### config.mk
export PLATFORM = sky130hd
export DESIGN_NAME = sstf_disk_request_scheduler_flat
export DESIGN_NICKNAME = d
export VERILOG_FILES = /design/src/rtl/core/sstf_pkg.sv /design/src/rtl/core/sstf_if.sv /design/src/rtl/core/sstf_front.sv /design/src/rtl/core/sstf_engine.sv /design/src/rtl/core/sstf_disk_request_scheduler.sv /design/src/flat_wrapper.sv
export SDC_FILE = /design/constraint.sdc
export NUM_CORES = 1
export LEC_CHECK = 0
export BUFFER_PORTS_ARGS = -buffer_cell sky130_fd_sc_hd__buf_2
export CAP_MARGIN = 20
export CORE_MARGIN = 8
export CORE_UTILIZATION = 30
export DETAILED_ROUTE_END_ITERATION = 7
export GPL_TIMING_DRIVEN = 1
export PLACE_DENSITY = 0.46
export SLEW_MARGIN = 20
export SYNTH_ARGS = -nofsm -noshare
export SYNTH_HDL_FRONTEND = slang
export SYNTH_SLANG_ARGS = --single-unit
### constraint.sdc
create_clock -name i_clk -period 15.5 [get_ports i_clk]
set_clock_uncertainty 0.15 [all_clocks]
set_input_delay 1.55 -clock i_clk [delete_from_list [all_inputs] [get_ports i_clk]]
set_output_delay 1.55 -clock i_clk [all_outputs]
set_load 0.01 [all_outputs]
### src/rtl/core/sstf_pkg.sv
// ============================================================================
// sstf_pkg
// Shared types and constants for the shortest-seek-first request scheduler.
// ============================================================================
package sstf_pkg;

    // Fixed field widths of the channels
    localparam int IDX_W  = 6;
    localparam int CYL_W  = 16;
    localparam int TIME_W = 22;

    localparam logic [TIME_W-1:0] SEEK_MAX = {TIME_W{1'b1}};

    // Defaults for the top-level parameters
    localparam int DEF_MAX_REQUESTS  = 64;
    localparam int DEF_CYLINDER_BITS = 16;

    // Depth of the command queue between front and engine
    localparam int QUEUE_DEPTH = 4;

    typedef enum logic {
        CMD_LOAD  = 1'b0,
        CMD_START = 1'b1
    } t_cmd_kind;

    // Classified command; cylinder already masked to the configured width
    typedef struct packed {
        t_cmd_kind          kind;
        logic [CYL_W-1:0]   cyl;
    } t_cmd;

    typedef struct packed {
        logic [IDX_W-1:0]   idx;
        logic [CYL_W-1:0]   cyl;
        logic [TIME_W-1:0]  done_time;
        logic               last;
    } t_result;

    typedef enum logic [2:0] {
        ST_IDLE = 3'b001,
        ST_SCAN = 3'b010,
        ST_EMIT = 3'b100
    } t_state;

endpackage

### src/rtl/core/sstf_if.sv
// ============================================================================
// sstf_if
// Valid/ready channels: request words in, served-request words out.
// ============================================================================
interface sstf_req_if;
    logic        valid;
    logic        ready;
    logic        mode;
    logic [15:0] cylinder;

    modport source (output valid, output mode, output cylinder, input ready);
    modport sink   (input valid, input mode, input cylinder, output ready);
endinterface

interface sstf_res_if;
    logic        valid;
    logic        ready;
    logic [5:0]  request_index;
    logic [15:0] request_cylinder;
    logic [21:0] completion_time;
    logic        last;

    modport source (output valid, output request_index, output request_cylinder,
                    output completion_time, output last, input ready);
    modport sink   (input valid, input request_index, input request_cylinder,
                    input completion_time, input last, output ready);
endinterface

### src/rtl/core/sstf_front.sv
// ============================================================================
// sstf_front
// Accepts request words, classifies and masks them, queues commands.
// ============================================================================
module sstf_front import sstf_pkg::*; #(
    parameter int CYLINDER_BITS = DEF_CYLINDER_BITS
) (
    input  logic    i_clk,
    input  logic    i_rst_n,
    sstf_req_if.sink i_req,
    output logic    o_cmd_vld,
    output t_cmd    o_cmd,
    input  logic    i_cmd_pop
);
    localparam int PW = $clog2(QUEUE_DEPTH);
    localparam int FW = $clog2(QUEUE_DEPTH + 1);
    localparam logic [CYL_W-1:0] CYL_MASK = (CYLINDER_BITS >= CYL_W) ? {CYL_W{1'b1}} :
                                            CYL_W'((32'd1 << CYLINDER_BITS) - 32'd1);

    t_cmd            r_q [QUEUE_DEPTH];
    logic [PW-1:0]   r_wr_ptr, r_rd_ptr;
    logic [FW-1:0]   r_fill;
    logic            push, pop;
    t_cmd            cmd_in;

    assign i_req.ready = (r_fill != FW'(QUEUE_DEPTH));
    assign push        = i_req.valid && i_req.ready;
    assign pop         = i_cmd_pop && o_cmd_vld;
    assign o_cmd_vld   = (r_fill != '0);
    assign o_cmd       = r_q[r_rd_ptr];

    always_comb begin
        cmd_in.kind = i_req.mode ? CMD_START : CMD_LOAD;
        cmd_in.cyl  = i_req.cylinder & CYL_MASK;
    end

    always_ff @(posedge i_clk) begin
        if (push) begin
            r_q[r_wr_ptr] <= cmd_in;
        end
    end

    always_ff @(posedge i_clk) begin
        if (!i_rst_n) begin
            r_wr_ptr <= '0;
            r_rd_ptr <= '0;
            r_fill   <= '0;
        end else begin
            if (push) begin
                r_wr_ptr <= (r_wr_ptr == PW'(QUEUE_DEPTH - 1)) ? '0 : r_wr_ptr + 1'b1;
            end
            if (pop) begin
                r_rd_ptr <= (r_rd_ptr == PW'(QUEUE_DEPTH - 1)) ? '0 : r_rd_ptr + 1'b1;
            end
            if (push && !pop) begin
                r_fill <= r_fill + 1'b1;
            end else if (pop && !push) begin
                r_fill <= r_fill - 1'b1;
            end
        end
    end

    a_fill_bound: assert property (@(posedge i_clk) disable iff (!i_rst_n)
        r_fill <= FW'(QUEUE_DEPTH))
        else $error("command queue overfilled");

endmodule

### src/rtl/core/sstf_engine.sv
// ============================================================================
// sstf_engine
// Request store and nearest-request scan; one result word per served request.
// ============================================================================
module sstf_engine import sstf_pkg::*; #(
    parameter int MAX_REQUESTS  = DEF_MAX_REQUESTS,
    parameter int CYLINDER_BITS = DEF_CYLINDER_BITS
) (
    input  logic      i_clk,
    input  logic      i_rst_n,
    input  logic      i_cmd_vld,
    input  t_cmd      i_cmd,
    output logic      o_cmd_pop,
    sstf_res_if.source o_res
);
    localparam int CB = CYLINDER_BITS;
    localparam int IW = $clog2(MAX_REQUESTS);
    localparam int CW = $clog2(MAX_REQUESTS + 1);
    localparam int SW = ((CB > TIME_W) ? CB : TIME_W) + 1;
    localparam logic [CW-1:0] CNT_MAX = CW'(MAX_REQUESTS);

    // request store, read data registered
    logic [CB-1:0]           mem [MAX_REQUESTS];
    logic [CB-1:0]           r_rd_data;

    t_state                  r_state;
    logic [CW-1:0]           r_count, r_scan, r_picks;
    logic [MAX_REQUESTS-1:0] r_served;
    logic [CB-1:0]           r_head;
    logic [TIME_W-1:0]       r_elapsed;
    logic                    r_cmp_vld, r_found;
    logic [IW-1:0]           r_cmp_idx, r_best_idx;
    logic [CB-1:0]           r_best_dist, r_best_cyl;
    logic                    r_out_vld;
    t_result                 r_out;

    logic [CB+CYL_W-1:0]     cyl_wide;
    logic [CB-1:0]           cmd_cyl;
    logic                    load_we, start, issue, take, scan_done, out_free, push, push_last;
    logic [IW-1:0]           rd_addr;
    logic [CB-1:0]           cur_dist;
    logic [SW-1:0]           seek_sum;
    logic [TIME_W-1:0]       seek_sat;
    logic [IDX_W+IW-1:0]     idx_wide;
    logic [CYL_W+CB-1:0]     res_cyl_wide;

    assign cyl_wide  = {{CB{1'b0}}, i_cmd.cyl};
    assign cmd_cyl   = cyl_wide[CB-1:0];

    assign o_cmd_pop = (r_state == ST_IDLE) && i_cmd_vld;
    assign load_we   = o_cmd_pop && (i_cmd.kind == CMD_LOAD) && (r_count != CNT_MAX);
    assign start     = o_cmd_pop && (i_cmd.kind == CMD_START);

    assign issue     = (r_state == ST_SCAN) && (r_scan != r_count);
    assign rd_addr   = r_scan[IW-1:0];
    assign cur_dist  = (r_rd_data > r_head) ? r_rd_data - r_head : r_head - r_rd_data;
    assign take      = r_cmp_vld && !r_served[r_cmp_idx] &&
                       (!r_found || (cur_dist < r_best_dist));
    assign scan_done = (r_state == ST_SCAN) && (r_scan == r_count) && !r_cmp_vld;

    assign out_free  = !r_out_vld || o_res.ready;
    assign push      = (r_state == ST_EMIT) && out_free;
    assign push_last = (CW'(r_picks + 1'b1) == r_count);

    assign seek_sum  = SW'(r_elapsed) + SW'(r_best_dist);
    assign seek_sat  = (seek_sum > SW'(SEEK_MAX)) ? SEEK_MAX : seek_sum[TIME_W-1:0];

    assign idx_wide     = {{IDX_W{1'b0}}, r_best_idx};
    assign res_cyl_wide = {{CYL_W{1'b0}}, r_best_cyl};

    // store: written by loads, read once a cycle by the scan
    always_ff @(posedge i_clk) begin
        if (load_we) begin
            mem[r_count[IW-1:0]] <= cmd_cyl;
        end
        r_rd_data <= mem[rd_addr];
    end

    // scan datapath and result payload
    always_ff @(posedge i_clk) begin
        r_cmp_idx <= rd_addr;
        if (take) begin
            r_best_idx  <= r_cmp_idx;
            r_best_dist <= cur_dist;
            r_best_cyl  <= r_rd_data;
        end
        if (push) begin
            r_out.idx       <= idx_wide[IDX_W-1:0];
            r_out.cyl       <= res_cyl_wide[CYL_W-1:0];
            r_out.done_time <= seek_sat;
            r_out.last      <= push_last;
        end
    end

    always_ff @(posedge i_clk) begin
        if (!i_rst_n) begin
            r_state   <= ST_IDLE;
            r_count   <= '0;
            r_scan    <= '0;
            r_picks   <= '0;
            r_served  <= '0;
            r_head    <= '0;
            r_elapsed <= '0;
            r_cmp_vld <= 1'b0;
            r_found   <= 1'b0;
            r_out_vld <= 1'b0;
        end else begin
            if (push) begin
                r_out_vld <= 1'b1;
            end else if (o_res.ready) begin
                r_out_vld <= 1'b0;
            end

            unique case (r_state)
                ST_IDLE: begin
                    if (load_we) begin
                        r_count <= r_count + 1'b1;
                    end
                    if (start) begin
                        r_head    <= cmd_cyl;
                        r_elapsed <= '0;
                        r_scan    <= '0;
                        r_picks   <= '0;
                        r_found   <= 1'b0;
                        r_cmp_vld <= 1'b0;
                        if (r_count != '0) begin
                            r_state <= ST_SCAN;
                        end
                    end
                end
                ST_SCAN: begin
                    r_cmp_vld <= issue;
                    if (issue) begin
                        r_scan <= r_scan + 1'b1;
                    end
                    if (take) begin
                        r_found <= 1'b1;
                    end
                    if (scan_done) begin
                        r_state <= ST_EMIT;
                    end
                end
                ST_EMIT: begin
                    if (push) begin
                        r_elapsed <= seek_sat;
                        r_head    <= r_best_cyl;
                        r_picks   <= r_picks + 1'b1;
                        r_scan    <= '0;
                        r_found   <= 1'b0;
                        if (push_last) begin
                            r_count  <= '0;
                            r_served <= '0;
                            r_state  <= ST_IDLE;
                        end else begin
                            r_served[r_best_idx] <= 1'b1;
                            r_state <= ST_SCAN;
                        end
                    end
                end
                default: r_state <= ST_IDLE;
            endcase
        end
    end

    assign o_res.valid            = r_out_vld;
    assign o_res.request_index    = r_out.idx;
    assign o_res.request_cylinder = r_out.cyl;
    assign o_res.completion_time  = r_out.done_time;
    assign o_res.last             = r_out.last;

    a_count_bound: assert property (@(posedge i_clk) disable iff (!i_rst_n)
        r_count <= CNT_MAX)
        else $error("request count past capacity");

    a_scan_bound: assert property (@(posedge i_clk) disable iff (!i_rst_n)
        r_scan <= r_count)
        else $error("scan pointer past loaded requests");

    a_batch_clear: assert property (@(posedge i_clk) disable iff (!i_rst_n)
        (push && push_last) |=> (r_count == '0) && (r_served == '0))
        else $error("batch not cleared after final result");

    a_emit_found: assert property (@(posedge i_clk) disable iff (!i_rst_n)
        (r_state == ST_EMIT) |-> r_found)
        else $error("emit without a selected request");

    a_no_load_in_run: assert property (@(posedge i_clk) disable iff (!i_rst_n)
        (r_state != ST_IDLE) |-> !o_cmd_pop)
        else $error("command taken during a run");

endmodule

### src/rtl/core/sstf_disk_request_scheduler.sv
// ============================================================================
// sstf_disk_request_scheduler
// Shortest-seek-first disk request scheduler, top level.
// ============================================================================
// Usage:
//   i_req carries command words: mode 0 loads one request cylinder into the
//   batch (dropped once MAX_REQUESTS are held), mode 1 gives the head cylinder
//   and serves the whole batch. o_res returns one word per served request:
//   its load index, cylinder, cumulative seek distance and a last flag.
//   Commands pass through a 4-word queue, so loads are taken one per cycle
//   while the engine is busy, until the queue fills.
// Operation:
//   A run over N requests makes N picks; each pick sweeps the loaded requests
//   through the store's single read port, and the engine takes no new command
//   until the run is over.
//   A start on an empty batch only sets the head and yields no word.
// Reset:
//   i_rst_n is synchronous, active low: batch empty, head and seek total zero,
//   queue and output register empty. The store itself is not cleared.
// Back-pressure:
//   The result sits in an output register; while o_res.ready is low the
//   engine holds the next pick, and the queue keeps taking commands until full.
// ============================================================================
module sstf_disk_request_scheduler import sstf_pkg::*; #(
    parameter int MAX_REQUESTS  = DEF_MAX_REQUESTS,
    parameter int CYLINDER_BITS = DEF_CYLINDER_BITS
) (
    input  logic       i_clk,
    input  logic       i_rst_n,
    sstf_req_if.sink   i_req,
    sstf_res_if.source o_res
);
    // classified commands from front to engine
    logic cmd_vld;
    t_cmd cmd;
    logic cmd_pop;

    sstf_front #(
        .CYLINDER_BITS (CYLINDER_BITS)
    ) u_front (
        .i_clk     (i_clk),
        .i_rst_n   (i_rst_n),
        .i_req     (i_req),
        .o_cmd_vld (cmd_vld),
        .o_cmd     (cmd),
        .i_cmd_pop (cmd_pop)
    );

    sstf_engine #(
        .MAX_REQUESTS  (MAX_REQUESTS),
        .CYLINDER_BITS (CYLINDER_BITS)
    ) u_engine (
        .i_clk     (i_clk),
        .i_rst_n   (i_rst_n),
        .i_cmd_vld (cmd_vld),
        .i_cmd     (cmd),
        .o_cmd_pop (cmd_pop),
        .o_res     (o_res)
    );

endmodule
### src/flat_wrapper.sv
// flat-port wrapper written by rule: the top's interface ports become plain ports
module sstf_disk_request_scheduler_flat import sstf_pkg::*;
#(
    parameter int MAX_REQUESTS  = DEF_MAX_REQUESTS,
    parameter int CYLINDER_BITS = DEF_CYLINDER_BITS
)
  (i_clk, i_rst_n, i_req_valid, i_req_mode, i_req_cylinder, i_req_ready, o_res_valid, o_res_request_index, o_res_request_cylinder, o_res_completion_time, o_res_last, o_res_ready);
  sstf_req_if i_req_i ();
  sstf_res_if o_res_i ();
  input  logic i_clk;
  input  logic i_rst_n;
  input wire logic [$bits(i_req_i.valid)-1:0] i_req_valid;
  input wire logic [$bits(i_req_i.mode)-1:0] i_req_mode;
  input wire logic [$bits(i_req_i.cylinder)-1:0] i_req_cylinder;
  output wire logic [$bits(i_req_i.ready)-1:0] i_req_ready;
  output wire logic [$bits(o_res_i.valid)-1:0] o_res_valid;
  output wire logic [$bits(o_res_i.request_index)-1:0] o_res_request_index;
  output wire logic [$bits(o_res_i.request_cylinder)-1:0] o_res_request_cylinder;
  output wire logic [$bits(o_res_i.completion_time)-1:0] o_res_completion_time;
  output wire logic [$bits(o_res_i.last)-1:0] o_res_last;
  input wire logic [$bits(o_res_i.ready)-1:0] o_res_ready;
  assign i_req_i.valid = i_req_valid;
  assign i_req_i.mode = i_req_mode;
  assign i_req_i.cylinder = i_req_cylinder;
  assign i_req_ready = i_req_i.ready;
  assign o_res_valid = o_res_i.valid;
  assign o_res_request_index = o_res_i.request_index;
  assign o_res_request_cylinder = o_res_i.request_cylinder;
  assign o_res_completion_time = o_res_i.completion_time;
  assign o_res_last = o_res_i.last;
  assign o_res_i.ready = o_res_ready;
  sstf_disk_request_scheduler #(.MAX_REQUESTS(MAX_REQUESTS), .CYLINDER_BITS(CYLINDER_BITS)) u_core (.i_clk(i_clk), .i_rst_n(i_rst_n), .i_req(i_req_i), .o_res(o_res_i));
endmodule
======== Word-level counts from Yosys, hierarchy flattened ========
Memories as Yosys holds them, arrays and structs flattened. A register that Yosys moved wholly into a read port is not among the register bits.
Index checks and enable logic that the tools add are counted.
Widths: inputs -> output; s select.
cells by class
  multipliers ............................. 0
  magnitude comparators ................... 6
  reduce and logical (&&, ||, !) cells .... 37
  equality and inequality tests ........... 18
  bitwise logic cells ..................... 2
  multiplexer cells ....................... 47
  shift operators ......................... 0
  divide/modulo/power cells ............... 0
  add/sub/neg operators ................... 10
operators by type and width
  kind                  count
  $mux 22               3
  $mux 64               1
  $or 64x64->64         1
  $mux 7                7
  $mux 16               3
  $pmux 22 s2           1
  $pmux 16 s2           1
  $sub 16x16->16        2
  $pmux 7 s2            2
  $add 22x16->23        1
  $gt 23x22->1 const B  1
  $add 7x1->7 const B   3
  $pmux 7 s3            1
  $mux 3                6
  $gt 16x16->1          1
  $lt 16x16->1          1
  $reduce_and 4->1      4
  $logic_and 1x1->1     15
  $eq 7x7->1            2
  $lt 6x7->1 const B    2
  $ne 2x2->1 const B    7
  $mux 1                12
  $mux 2                5
  $pmux 3 s3            1
  24 further kinds      37
word-level totals
  RAM bits ................................ 1,092
  input port bits ......................... 21
  bits in latches ......................... 0
  bits in registers ....................... 225
  output and inout bits ................... 47
  word-level logic and storage cells ...... 143
  ROM bits ................................ 0
  memories kept ........................... 2
memory list
  memory               depth  width  rd ports  clocked after Yosys merged registers in  write ports  RTL line           RTL
  u_core.u_engine.mem  64     16     1         1                                        1            sstf_engine.sv:23  logic [CB-1:0] mem [MAX_REQUESTS];
  u_core.u_front.r_q   4      17     1         1                                        1            sstf_front.sv:20   t_cmd r_q [QUEUE_DEPTH];

======== Longest topological paths before layout ========
  depth in word-level cells ............... 7
  mapped depth ............................ 20
  gate-level depth less buffers ........... 18

======== By module ========
From an unflattened synthesis, not the netlist that was laid out.
second synthesis, totals
  cell total of the unflattened synthesis .. 2,823
  area, all modules ....................... 53,333.7 um2
by module, submodules not included
  module       area an instance (um2)  cells an instance  instances
  sstf_engine  50,395.8                2,683              1
  sstf_front   2,937.8                 140                1

======== Worst setup path after synthesis ========
OpenSTA, ideal clock, no wires.
  kind .................................... flip-flop to flip-flop
  start point ............................. register u_core.u_engine.r_rd_data[0] (read register of u_core.u_engine.mem)
  end point ............................... register u_core.u_engine.r_best_cyl[0] (enable)
  arrival ................................. 6,362 ps
  setup time .............................. 491 ps
  period minus slack after synthesis ...... 7,003 ps
  stages on the path, launching flop included .. 20
  buffers on the path ..................... 2
  path slack .............................. 8,497 ps
  path through ............................ dfxtp_1 > inv_1 > ha_1 > inv_1 > fa_1 > a21o_1 > a221oi_1 > o2bb2ai_1 > o22ai_1 > buf_2 > buf_2 > o31ai_1 > xnor2_1 > ha_1 > a21o_1 > a21oi_1 > a21boi_0 > o21ai_0 > nor2_1 > a211oi_1
between the ends
  longest elaborated chain between the ends .. 5
ends and longest elaborated chain
  what                                            RTL line           RTL
  from (decl)                                     sstf_engine.sv:24  logic [CB-1:0] r_rd_data;
  $sub 16x16->16 or $gt 16x16->1 (tied branches)  sstf_engine.sv:56  assign cur_dist = (r_rd_data > r_head) ? r_rd_data - r_head : r_head - r_rd_data;
  $mux 16 *                                       sstf_engine.sv:56
  via u_core.u_engine.cur_dist[13]                sstf_engine.sv:41  logic [CB-1:0] cur_dist;
  $lt 16x16->1 *                                  sstf_engine.sv:58  (!r_found || (cur_dist < r_best_dist));
  $logic_or 1x1->1 *                              sstf_engine.sv:58
  $logic_and 1x1->1 *                             sstf_engine.sv:57  assign take = r_cmp_vld && !r_served[r_cmp_idx] &&
  via u_core.u_engine.take                        sstf_engine.sv:39  logic load_we, start, issue, take, scan_done, out_free, push, push_last;
  to (signal assigned)                            sstf_engine.sv:85  r_best_cyl <= r_rd_data;
  to (decl)                                       sstf_engine.sv:33  logic [CB-1:0] r_best_dist, r_best_cyl;
Mark *: on every way through the listed nets, which the timed path passes. The rest lies on a longest branch.
A chain may end at the register's enable or synchronous reset.

======== Worst setup path in the final report ========
  start point ............................. register u_core.u_engine.r_rd_data[0] (read register of u_core.u_engine.mem)
  end point ............................... register u_core.u_engine.r_best_cyl[9] (enable)
The elaborated chain is that of the path after synthesis.

==> flow_summary_export.csv <==
group,metric,value,unit
status,status,"complete, no violations",
synth,synth.cell_area,53400,µm²
timing,worstMarginPinSlew,1.09,ns
final_layout,layout_commonest_cell,"edfxtp_1",
synth,ys_warn_count,0,
critical_path,crit_start,"u_core.u_engine.r_rd_data[0]$_DFF_P_",
synth,synth-compound-area-share,3.55,%
detailed_routing,viasPerCell,4.92,
floorplan,core_area,178000,µm²
clock_tree,clock_path_buffers,3,
critical_path,worstSetupPathType,"reg2reg",
clock_tree,cts_made_buffers,152,
clock_tree,clkTransAtPathRegs,0.06,ns
synth,syn_avg_cell_area,18.9,µm²
detailed_routing,num_vias,27100,
worst_hold_path,min_path_cells,0,
pwr,pwr-share-comb,20.8,%
synth,synthArstFlopShare,0,%
critical_path,slowest_delay,0.51,ns
synth,netlist_instances,2828,
synth,ys_seq_area_share,72.1,%
clock_tree,numClockSinks,1335,
pwr,internal_power,7.37,mW
detailed_routing,ant_nets,0,
critical_path,critPathTopFamily,"compound AO/OA/AOI/OAI gates",
detailed_routing,wl_per_cell,23.9,µm
timing,setup_viol_count_final,0,
critical_path,critPathMaxFanout,32,
final_layout,areaGrowthSynthToFinish,15.9,%
place,gpl.final_weighted_congestion,0.836,
floorplan,boundaryPins,68,
worst_hold_path,min_path_type,"reg2reg",
grt,antenna_found_initial,4,
pwr,swShare,28.7,%
grt,gr-total-overflow,0,
synth,synth_cell_types,71,
timing,max_freq,169,MHz
grt,grt_use_total,13.5,%
critical_path,start_kind,"flop",
timing,drv_slew,0,
synth,synth-edff-count,1175,
synth,synth-seq-cells,1335,
floorplan,start_util,30.1,%
place,port_buffers,67,
pwr,clkPwrFrac,34.5,%
detailed_routing,wl,131000,µm
synth,synthSimpleGateAreaFrac,4.00,%
final_layout,drive_gt1_share,25.4,%
synth,synth_top_family_by_area,"multiplexers",
final_layout,final_area,61900,µm²
clock_tree,holdBufCountCts,0,
detailed_routing,drtIter0Drc,2130,
critical_path,r2r_cells,18,
floorplan,die_h,438,µm
synth,synth_mux_area_share,16.1,%
place,post-dp-hpwl,80500,µm
timing,slew-limit-headroom,26.9,%
flow_run,maxCapViolations,0,
synth,synthAdderAreaFrac,1.84,%
clock_tree,clock-root-buffer,"clkbuf_16",
grt,grt_pass1_wl,194000,µm
pwr,ir_drop,0.134,mV
worst_hold_path,hp-start,"u_core.u_engine.r_best_cyl[13]$_DFFE_PP_",
clock_tree,cts_tree,"done",
critical_path,required,15.76,ns
detailed_routing,drt_first_pass_iters,5,
timing,setup_tns,0,ns
timing,rsz0062_at_grt,"no",
critical_path,path_depth,18,
floorplan,die_area,192000,µm²
critical_path,cpMaxStageDelayCell,"buf_4",
clock_tree,post_cts_buffers,0,
timing,hold_viol_final,0,
place,placed_area,56900,µm²
critical_path,worstSetupEndpointType,"flop",
final_layout,layout_common_cells,"edfxtp_1, mux4_2, nor2_1, dfxtp_1, clkbuf_16",
floorplan,die_x,438,µm
clock_tree,cts-resized-gates,0,
pwr,seqPwrFrac,44.7,%
synth,syn-num-nets,2925,
pwr,powerDensity,167,nW/µm²
critical_path,worstPathArrival,6.18,ns
pwr,p_switching,2.96,mW
critical_path,crit_buf_inv,3,
critical_path,timing.rr.start,"u_core.u_engine.r_rd_data[0]$_DFF_P_",
final_layout,layout.nets,3109,
clock_tree,clk_latency,0.78,ns
grt,first_global_vias,27900,
synth,synth-main-ff-cell,"edfxtp_1",
floorplan,rows,155,
detailed_routing,drcViolationCount,0,
synth,synth_xor_area_share,0.722,%
timing,fin_crit,5.92,ns
timing,finalCritPeriodShare,38.2,%
pwr,leakage,19.7,nW
clock_tree,cts_max_level,4,
critical_path,worstPathCellList,"inv_1, ha_1, inv_1, fa_1, a21o_1, a221oi_1, o2bb2ai_1, o22ai_2, mux2_1, a211o_1, a221oi_1, ha_1, a21oi_1, a21boi_0, o21ai_0, nor2_1, a211oi_4, buf_4",
grt,grt_start_max_net_pins,143,
-- worst paths after layout --
kind | endpoint | slack, ns
setup / recovery | u_core.u_engine.r_best_cyl[9]$_DFFE_PP_ | 9.58
hold / removal | u_core.u_engine.o_res.request_cylinder[13]$_DFFE_PP_ | 0.30
setup reg to reg | u_core.u_engine.r_best_cyl[9]$_DFFE_PP_ | 9.58
hold reg to reg | u_core.u_engine.o_res.request_cylinder[13]$_DFFE_PP_ | 0.30
-- registers in the layout, summed over array words and instances, names as in the netlist, 7 cells and up, named ones only --
| register | count |
|---|---|
| u_core.u_engine.r_head | 16 |
| u_core.u_engine.r_picks | 7 |
| u_core.u_engine.r_elapsed | 22 |
| u_core.u_engine.r_count | 7 |
| u_core.u_engine.r_served | 64 |
| u_core.u_front.r_q | 68 |
| u_core.u_engine.o_res.request_cylinder | 16 |
| u_core.u_engine.r_best_cyl | 16 |
| u_core.u_engine.r_scan | 7 |
| u_core.u_engine.r_best_dist | 16 |
| u_core.u_engine.mem | 1024 |
| u_core.u_engine.o_res.completion_time | 22 |
| u_core.u_engine.r_rd_data | 16 |
-- cell type report --
type	count	area (µm²)
antenna	2	5.00
clock buffer	183	3980
clock inverter	95	1000
fill	16700	116000
inverter	77	292
multi-input combinational	1278	14000
sequential	1335	38500
tap	2355	2950
timing repair buffer	168	1130
-- synthesized netlist by cell type (6+ instances only) --
cell type,n,area share (%)
nand2b_1,10,0.12
ha_1,72,1.7
o211ai_1,8,0.11
nand2_1,103,0.72
nor2b_1,10,0.12
and3_1,16,0.19
mux2i_1,13,0.24
or3_1,12,0.14
o21ai_0,33,0.31
xnor2_1,22,0.36
inv_1,75,0.53
nand3_1,26,0.24
mux2_2,6,0.13
nor2_1,211,1.5
a22o_1,12,0.20
a211oi_1,9,0.13
nand4_1,8,0.094
mux4_2,372,16
o21ai_1,6,0.056
buf_1,7,0.049
a31oi_1,7,0.082
a21o_1,28,0.39
clkbuf_1,85,0.60
a311oi_1,16,0.26
a21oi_1,127,1.2
xor2_1,22,0.36
edfxtp_1,1175,66
nor3_1,24,0.22
buf_2,40,0.37
dfxtp_1,160,6.0
a221oi_1,6,0.098
and2_1,11,0.13
-- per-stage QoR --
stage	power [mW]	setup WS [ns]	std cells	hold WS, ns	util (%)
finish	10.3	9.58	5493	0.303	34.8
global route	10.8	9.07	5491	0.312	34.8
CTS	10.5	9.55	5491	0.307	34.8
detailed placement	6.89	9.61	5213	0.293	32.0
global placement	6.80	9.67	5213	0.282	32.0
floorplan	6.09	8.50	2828	0.179	-
-- power by group through the flow --
stage | combinational (mW) | sequential, mW | clock, mW
finish | 2.15 | 4.62 | 3.57
floorplan | 1.44 | 4.65 | 0
CTS | 2.20 | 4.62 | 3.66
global placement | 2.12 | 4.68 | 0
global route | 2.39 | 4.63 | 3.81
detailed placement | 2.19 | 4.70 | 0
-- layer usage --
metal | global-route usage [%] | vias up | part of all wire [%]
met5 | 0 | - | 0
met2 | 22.4 | 686 | 49
li1 | - | 11800 | -
met1 | 18.3 | 14400 | 44
met4 | 3.72 | 0 | 2.1
met3 | 2.35 | 191 | 4.8
-- logic make-up (layout without fill, tap and decap cells) --
group,after synthesis,after routing
mux,393,393
compound gates,299,299
xor+xnor,44,44
simple gates,466,466
other cells,0,2
flops,1335,1335
fa+ha+maj,76,76
buf+inv,215,523
(Power assumes the default switching activity.)
